===== src/rtl/brd_pkg.sv =====
// Burst rate detector package: shared widths, register indexes, reset values
// and the operation codes of the shared arithmetic unit.
// No dependencies.
package brd_pkg;

    // Fixed field widths
    localparam int SID_IN_W   = 6;
    localparam int CNT_W      = 32;
    localparam int TIME_W     = 64;
    localparam int FACTOR_W   = 8;
    localparam int RUN_W      = 8;
    localparam int SUM_OUT_W  = 35;
    localparam int NZ_OUT_W   = 4;
    localparam int ALU_W      = 64;

    // Configuration port
    localparam int CFG_IDX_W  = 2;
    localparam int CFG_DATA_W = 32;

    localparam logic [CFG_IDX_W-1:0] CFG_BURST_FACTOR = 2'd0;
    localparam logic [CFG_IDX_W-1:0] CFG_RUN_REQUIRED = 2'd1;
    localparam logic [CFG_IDX_W-1:0] CFG_COOLDOWN     = 2'd2;

    localparam logic [FACTOR_W-1:0]   FACTOR_RST   = 8'd48;
    localparam logic [RUN_W-1:0]      RUN_REQ_RST  = 8'd3;
    localparam logic [CFG_DATA_W-1:0] COOLDOWN_RST = 32'd10000;

    localparam logic [RUN_W-1:0]      RUN_MAX      = 8'd255;

    // Parameter defaults
    localparam int WINDOW_DEPTH_DEF = 8;
    localparam int STREAMS_DEF      = 64;

    // Shared unit operations
    typedef enum logic [1:0] {
        ALU_ADD,
        ALU_SUB,
        ALU_MUL
    } t_alu_op;

endpackage


===== src/rtl/brd_alu.sv =====
// Shared arithmetic unit: 64-bit add, subtract with borrow, narrow multiply.
// Depends on brd_pkg.
module brd_alu
    import brd_pkg::*;
#(
    parameter int MUL_A_W = 35
) (
    input  t_alu_op          i_op,
    input  logic [ALU_W-1:0] i_a,
    input  logic [ALU_W-1:0] i_b,
    output logic [ALU_W-1:0] o_y,
    output logic             o_borrow
);

    logic [ALU_W:0]                  diff;
    logic [MUL_A_W+FACTOR_W-1:0]     prod;

    // Subtract with borrow out, multiply on the low operand bits
    assign diff = {1'b0, i_a} - {1'b0, i_b};
    assign prod = i_a[MUL_A_W-1:0] * i_b[FACTOR_W-1:0];

    always_comb begin
        o_borrow = diff[ALU_W];
        unique case (i_op)
            ALU_ADD: o_y = i_a + i_b;
            ALU_SUB: o_y = diff[ALU_W-1:0];
            ALU_MUL: o_y = ALU_W'(prod);
            default: o_y = '0;
        endcase
    end

endmodule


===== config.mk =====
export PLATFORM = sky130hd
export DESIGN_NAME = brd_alu
export DESIGN_NICKNAME = d
export VERILOG_FILES = /design/src/rtl/brd_pkg.sv /design/src/rtl/brd_alu.sv
export SDC_FILE = /design/constraint.sdc
export NUM_CORES = 1
export LEC_CHECK = 0
export BUFFER_PORTS_ARGS = -buffer_cell sky130_fd_sc_hd__buf_2
export CAP_MARGIN = 10
export CORE_MARGIN = 4
export CORE_UTILIZATION = 30
export DETAILED_ROUTE_END_ITERATION = 12
export SYNTH_ARGS = -nofsm -noshare
export SYNTH_HDL_FRONTEND = slang
export SYNTH_SLANG_ARGS = --single-unit

===== constraint.sdc =====
create_clock -name vclk -period 4.4
set_input_delay 0 -clock vclk [all_inputs]
set_output_delay 0 -clock vclk [all_outputs]
set_load 0.03 [all_outputs]

# == Yosys cells after proc, flatten, opt, wreduce, memory -nomap -nowiden ==
# Index checks and enable logic that the tools add are counted.
# W data, S select, Z words.
# word_totals
n_memories,0
register_bits,0
mem_bits_rw,0
mem_bits_ro,0
output_inout_bits,65
latch_bits,0
# classes
muxes,1
shift,0
n_eq_ne,2
div_mod_pow,0
magnitude_cmp,0
addsub,2
n_bitwise,0
n_reduce_logical,1
mul,1
# ops
cell,count
$pmux W64 S3,1
$sub A64 B64 Y65,1
$add A64 B64 Y64,1
$mul A35 B8 Y43,1
$eq A2 B1 Y1 const B,1
$eq A2 B2 Y1 const B,1
$logic_not A2 Y1,1

# == Depth between registers and ports, before layout ==
# Gate-level depths: netlist (run 1).
# logic_depth
ltp_word,2
depth_mapped,22
depth_no_buf,22

# == Worst setup path after synthesis (run 1) ==
# OpenSTA, ideal clock, no wires.
# synth_timing
path_type,input -> output
start,input i_b[7]
end,output o_y[39]
t_required_ns,4.400
slack_ns,-0.902
cell_stages,21
t_arrival_ns,5.302
cell_sequence,clkbuf_1 nand2_1 fa_1 fa_1 inv_1 fa_1 inv_1 fa_1 inv_1 ha_1 o21ai_0 nor2_1 a31o_2 a211oi_1 a31o_2 o21ai_1 a311o_1 nand4_1 nand3b_1 xnor2_1 o22ai_1
# synth_via
elab_chain_cells,2
# synth_lines
item,line_no,rtl
start: declaration,brd_alu.sv:10,"input logic [ALU_W-1:0] i_b,"
$mul A35 B8 Y43 (tied with other cells),brd_alu.sv:20,assign prod = i_a[MUL_A_W-1:0] * i_b[FACTOR_W-1:0];
$pmux W64 S3 (*),brd_alu.sv:24,unique case (i_op)
end: declaration,brd_alu.sv:11,"output logic [ALU_W-1:0] o_y,"
# Mark *: on every way between the ends. The rest lies on a longest branch, timed or not.

# == Final worst setup path (run 1) ==
# layout_timing
start,input i_a[14]
end,output o_y[35]
# layout_via
elab_chain_cells,2
# layout_lines
item,line_no,rtl
start: declaration,brd_alu.sv:9,"input logic [ALU_W-1:0] i_a,"
$mul A35 B8 Y43 (tied with other cells),brd_alu.sv:20,
$pmux W64 S3 (*),brd_alu.sv:24,
# Marks and branches as above.

==> results by group, run 1 <==
Outcome
  – Status: finished, violations left
  – Violated checks: negative setup slack

Global routing
  – Met2 Usage GRT: 34.4%
  – Initial antenna violation count: 3
  – Global-route wire length before repair: 99000 microns
  – Global Route met1 Usage: 27.8%
  – GRT busiest layer: met2
  – GRT overflow: 0
  – Vias in the first global route: 18100
  – Met3 GRT Util: 1.49%
  – Total global-route track usage: 20.1%
  – Largest net degree at the start of global routing: 92

Synthesis
  – Post-Synthesis Cells: 2363
  – Synthesized cell area: 17000 sq um
  – Syn_nets: 2883
  – Count of different cell masters after synthesis: 79
  – Syn. warnings: 0
  – Seq/Total Area, Yosys: 0%
  – Mean Syn Cell Area: 7.21 sq um

Cells and area
  – Layout fillers: 5938
  – Seq cells: 0
  – Register area: 0 sq um
  – NumNets Final: 3218
  – Final Instance Area: 21900 sq um
  – Area grow syn2layout: 28.9%
  – Clock buffer count: 0
  – Antenna cell count: 0
  – Multi-input gate area: 16200 sq um
  – Share of cells above drive strength 1: 24.3%

Worst setup path
  – Crit path from: i_a[14]
  – Startpoint types: input port
  – Critical Path, Cell by Cell: buf_2, and2_1, fa_1, fa_1, fa_1, inv_1, fa_1, inv_2, ha_4, a21oi_1, o21ai_1, and2_1, a211oi_4, a31o_4, o21ai_4, a311o_1, a211oi_2, or3_1, o211ai_1, buf_4
  – Critical Path RT: 4400 ps
  – WS Path Type: input port to output port
  – CP Capture Type: output port
  – Slowest cell delay on critical path: 520 ps
  – Most common cell on crit path: fa_1
  – Crit path DAT: 4860 ps
  – Slowest CP cell: fa_1
  – CP max FO: 7

STA
  – Fmax: 206 MHz
  – Tmin final: 4860 ps
  – Max transition margin: 32.1%
  – Final hold vios: 0
  – Slew @ Worst Pin: 1020 ps
  – Setup ws final: -461 ps
  – Slew Viols, Final: 0
  – Period Utilization, post-route: 110%
  – Final Setup Violations: 21
  – Unrepaired setup endpoints after global routing: true

Floorplan
  – Die Y-Extent: 246 microns
  – I/O pin total: 195
  – Core box area: 56300 sq um
  – Starting Density: 30.3%
  – Cell row count: 87
  – Die ar.: 60700 sq um
  – Horiz. Die Dim: 246 microns

Detailed routing
  – Initial DRC count: 1340
  – DR vias/cell: 5.23
  – DR vias: 18000
  – DRC: 0
  – Antenna Violating Nets Remaining: 0
  – Final WL: 63400 microns
  – DR pass1 iterations: 6
  – WL/cell: 18.4 microns

Placed design
  – RD Place Congestion: 0.947
  – DP Area: 20500 sq um
  – Port bufs: 195
  – Post-Place Setup Slack: -997 ps
  – DP HPWL: 50900 microns

Power and ir drop
  – PwrDens: 484 nW/um^2
  – Leakage power: 10.4 nW
  – Maximum VDD drop: 0.428 mV

Job
  – Max-cap violations: 0

Clock tree
  – CTS Hold Bufs: 0

Min path
  – Hold WC Path Type: input port to output port
  – Hold_sp: i_a[63]
## timing repair
action,CTS,global route
gates resized for setup,190,89
endpoints found under the setup margin,32,32
pin swaps,130,97
buffers inserted,13,13
hold endpoints to repair,0,0
gates cloned,7,3
## metal layers
layer / vias to the layer above / wire length [microns] / part of all wire [%]
li1: 8601 / - / -
met1: 8760 / 28000 / 44
met2: 594 / 30100 / 47
met3: 90 / 3490 / 5.5
met4: 2 / 1870 / 2.9
met5: - / 14 / 0.022
## cell usage after synthesis, types with 7 or more instances
cell type	number	area [sq um]
nand3_1	39	195
o22ai_1	37	231
a21oi_1	216	1080
a21o_1	46	345
clkbuf_1	70	263
and2_1	194	1210
nand4_1	31	194
o21bai_1	49	368
xor2_1	21	184
xnor2_1	60	526
and3_1	8	50.1
nor3_1	43	215
o21a_1	11	82.6
nor2b_1	26	163
or3_1	13	81.3
fa_1	200	4000
o31ai_1	17	128
nand2b_1	18	113
o21ai_0	104	521
mux2i_1	9	90.1
o21ai_1	7	35.0
nor2_1	160	601
nand2_1	189	709
o211ai_1	18	135
buf_1	8	30.0
nor4_1	19	119
a21boi_0	7	52.6
inv_1	366	1370
ha_1	190	2380
buf_2	32	160
a211oi_1	15	113
a31oi_1	24	150
## report_power, final
group / leakage, nW / internal [W] / switching, W
Combinational: 10.4 / 0.00502 / 0.00561
Clock: 0 / 0 / 0
Sequential: 0 / 0 / 0
## final timing paths
kind                  endpoint  slack, ps  cells after the start
worst max-delay path   o_y[35]       -460                     20
worst min-delay path  o_borrow        490                      5
## metrics by stage
| step | total power [W] | instances | utilization (%) | TNS (ps) | hold WS (ps) |
|---|---|---|---|---|---|
| 2_1_floorplan | 0.00601 | 2363 | - | -434 | 313 |
| 3_3_place_gp | 0.00896 | 3417 | 36.5 | -18960 | 491 |
| 3_5_place_dp | 0.00899 | 3417 | 36.5 | -19490 | 490 |
| 4_1_cts | 0.00984 | 3437 | 38.1 | -5890 | 489 |
| 5_1_grt | 0.0116 | 3452 | 39.0 | -10230 | 513 |
| 6_report | 0.0106 | 3452 | 39.0 | -6400 | 491 |
## critical path, delay by kind of cell
| kind | cells | cell delay (ps) |
|---|---|---|
| AO/OA/AOI/OAI | 8 | 1590 |
| buffers and inverters | 4 | 470 |
| adder cells (fa/ha/maj) | 5 | 2270 |
| AND/OR/NAND/NOR | 3 | 520 |
## layout by cell type (no fill, tap or decap), drive strengths merged, types with 46 or more instances in the layout
master / Yosys / final
nand2: 189 / 189
a21oi: 217 / 217
inv: 366 / 366
o21ai: 112 / 112
a21o: 46 / 46
o21bai: 49 / 49
fa: 200 / 200
ha: 190 / 190
xnor2: 60 / 60
and2: 194 / 194
buf: 40 / 437
nor2: 160 / 160
## cells by family after synthesis
group                      share of synthesized area (%)
AOI/OAI and AO/OA                                   24.0
xor gates and xnor gates                            4.17
adders and majority gates                           37.5
buffers and inverters                               10.7
muxes                                               1.06
and+or+nand+nor                                     22.6
## cell type report
| cell class | count | area share, % |
|---|---|---|
| inverters | 367 | 6.29 |
| well taps | 756 | 4.31 |
| repair buffers | 443 | 15.6 |
| multi-input cells | 1886 | 73.8 |
(Power assumes the default switching activity.)
==> inputs of run 2 (changes only) <==
Settings changed: BUFFER_PORTS_ARGS -buffer_cell sky130_fd_sc_hd__buf_2 to unset, DONT_BUFFER_PORTS set to 1, PLACE_DENSITY_LB_ADDON set to 0.3.
==> run 2 against run 1 <==
The run still ends with negative setup slack left. Die area unchanged. First-iteration DRC count rose by 5.3%. Flip-flop and latch count did not move. Power shrank 6.1%. Routed wire length is 1.2% lower. Sequential share of layout area did not move. Critical path type unchanged. Worst setup slack worse by 70 ps. Cell area is 9.9% lower. Critical endpoint is now o_y[36]. Hold slack worse by 350 ps. Cell count down 8.1%. Non-clock buffer count decreased by 279. Core utilization shrank 3.9 points.
==> results by group, run 2 (synthesized netlist as in run 1, its figures left out) <==
Placed design
  – Post-Place Setup Slack: -665 ps
  – RD Place Congestion: 0.936
  – Port bufs: 0
  – DP HPWL: 51600 microns

Detailed routing
  – Antenna Violating Nets Remaining: 0
  – WL/cell: 19.8 microns
  – DR pass1 iterations: 5
  – Initial DRC count: 1411
  – DRC: 0
  – DR vias/cell: 5.41
  – Final WL: 62700 microns
  – DR vias: 17200

STA
  – Period Utilization, post-route: 112%
  – Fmax: 203 MHz
  – Slew Viols, Final: 0
  – Tmin final: 4930 ps
  – Slew @ Worst Pin: 1120 ps
  – Final hold vios: 0
  – Final Setup Violations: 16
  – Post-Route Setup TNS: -5130 ps
  – Setup ws final: -531 ps
  – Min Hold Slack: 142 ps
  – Unrepaired setup endpoints after global routing: true
  – Max transition margin: 24.5%

Clock tree
  – CTS Hold Bufs: 0

Cells and area
  – Share of cells above drive strength 1: 14.0%
  – Area grow syn2layout: 16.1%
  – Commonest non-fill, non-tap cells in the layout: inv_1 (346), a21oi_1 (199), fa_1 (194)
  – Final core occ: 35.1%
  – NumNets Final: 2939
  – Antenna cell count: 0
  – Layout fillers: 5973
  – Seq cells: 0
  – Clock buffer count: 0
  – Most common cell after layout, fill and taps aside: inv_1
  – Register area: 0 sq um

Floorplan
  – Cell row count: 87
  – Core box area: 56300 sq um
  – Die ar.: 60700 sq um
  – Starting Density: 30.3%
  – Die Y-Extent: 246 microns
  – I/O pin total: 195
  – Horiz. Die Dim: 246 microns

Global routing
  – Total global-route track usage: 20.0%
  – Initial antenna violation count: 0
  – GRT overflow: 0
  – Global-route wire length before repair: 98900 microns
  – Vias in the first global route: 17500
  – Largest net degree at the start of global routing: 92

Worst setup path
  – Crit path capture: o_y[36]
  – Startpoint types: input port
  – WS Path Type: input port to output port
  – CP Capture Type: output port
  – Crit path from: i_b[4]
  – Crit path DAT: 4930 ps
  – Critical Path RT: 4400 ps
  – CP max FO: 35

Power and ir drop
  – Maximum VDD drop: 0.430 mV
  – Overall Power: 0.00998 W
  – Leakage power: 9.07 nW
  – PwrDens: 505 nW/um^2

Min path
  – Hold WC Path Type: input port to output port
  – Worst Hold Path Cells: 1

Outcome
  – Status: finished, violations left
  – Violated checks: negative setup slack

Job
  – Max-cap violations: 0
==> run 2: cell count changes in the layout (fill, tap and decap cells not counted), sizes merged <==
cell	previous run	this run
clkinvlp	0	1
buf	437	162
bufbuf	1	0
inv	366	365
clkbuf	5	2
==> run 2: what timing repair did <==
action,CTS,global route
endpoints found under the setup margin,21,25
pin swaps,59,51
buffers inserted,9,2
gates resized for setup,53,63
==> run 2: where the power goes <==
part | internal [W] | leakage (nW) | switching (W) | total [W]
registers | 0 | 0 | 0 | 0
clock network | 0 | 0 | 0 | 0
logic | 0.00461 | 9.07 | 0.00537 | 0.00998
==> run 2: area by class of cell <==
cell class / count / area [sq um] / share of cell area (%)
multi-input cells: 1886 / 16000 / 81.1
repair buffers: 164 / 1410 / 7.12
well taps: 756 / 946 / 4.79
inverters: 367 / 1380 / 6.99
==> run 2: critical path, cell delays in order <==
cell       delay [ps]
ha_4              200
fa_1              460
fa_1              540
fa_1              530
inv_1              60
fa_1              500
inv_2              50
ha_4              160
nand2_2            70
nand3b_1          130
o21ai_4           230
a21oi_4           120
buf_6             140
or4b_4            470
a31o_4            250
nand3_4            90
o2bb2ai_4         140
o21a_1            180
nand3_1            90
o211ai_1          230
clkbuf_16         230
==> run 2: how the worst min path moves through the flow <==
stage,endpoint,slack (ps),start
6_report,o_y[48],140,i_op[1]
5_1_grt,o_y[47],140,i_op[1]
4_1_cts,o_y[48],130,i_op[1]
3_5_place_dp,o_y[53],130,i_op[1]
3_3_place_gp,o_y[48],130,i_op[1]
2_1_floorplan,o_borrow,310,i_a[63]
==> run 2: through the flow <==
step | instance area [sq um] | cells
detailed placement | 19200 | 3162
floorplan | 17600 | 2363
finish | 19800 | 3173
CTS | 19500 | 3171
global placement | 19200 | 3162
global route | 19800 | 3173
==> run 2: metal layers <==
metal	up-vias	GRT usage [%]	part of all wire [%]
met5	-	0	0
met4	0	2.95	1.9
met3	64	2.58	6.3
met1	8474	27.0	44
met2	562	35.0	48
li1	8052	-	-
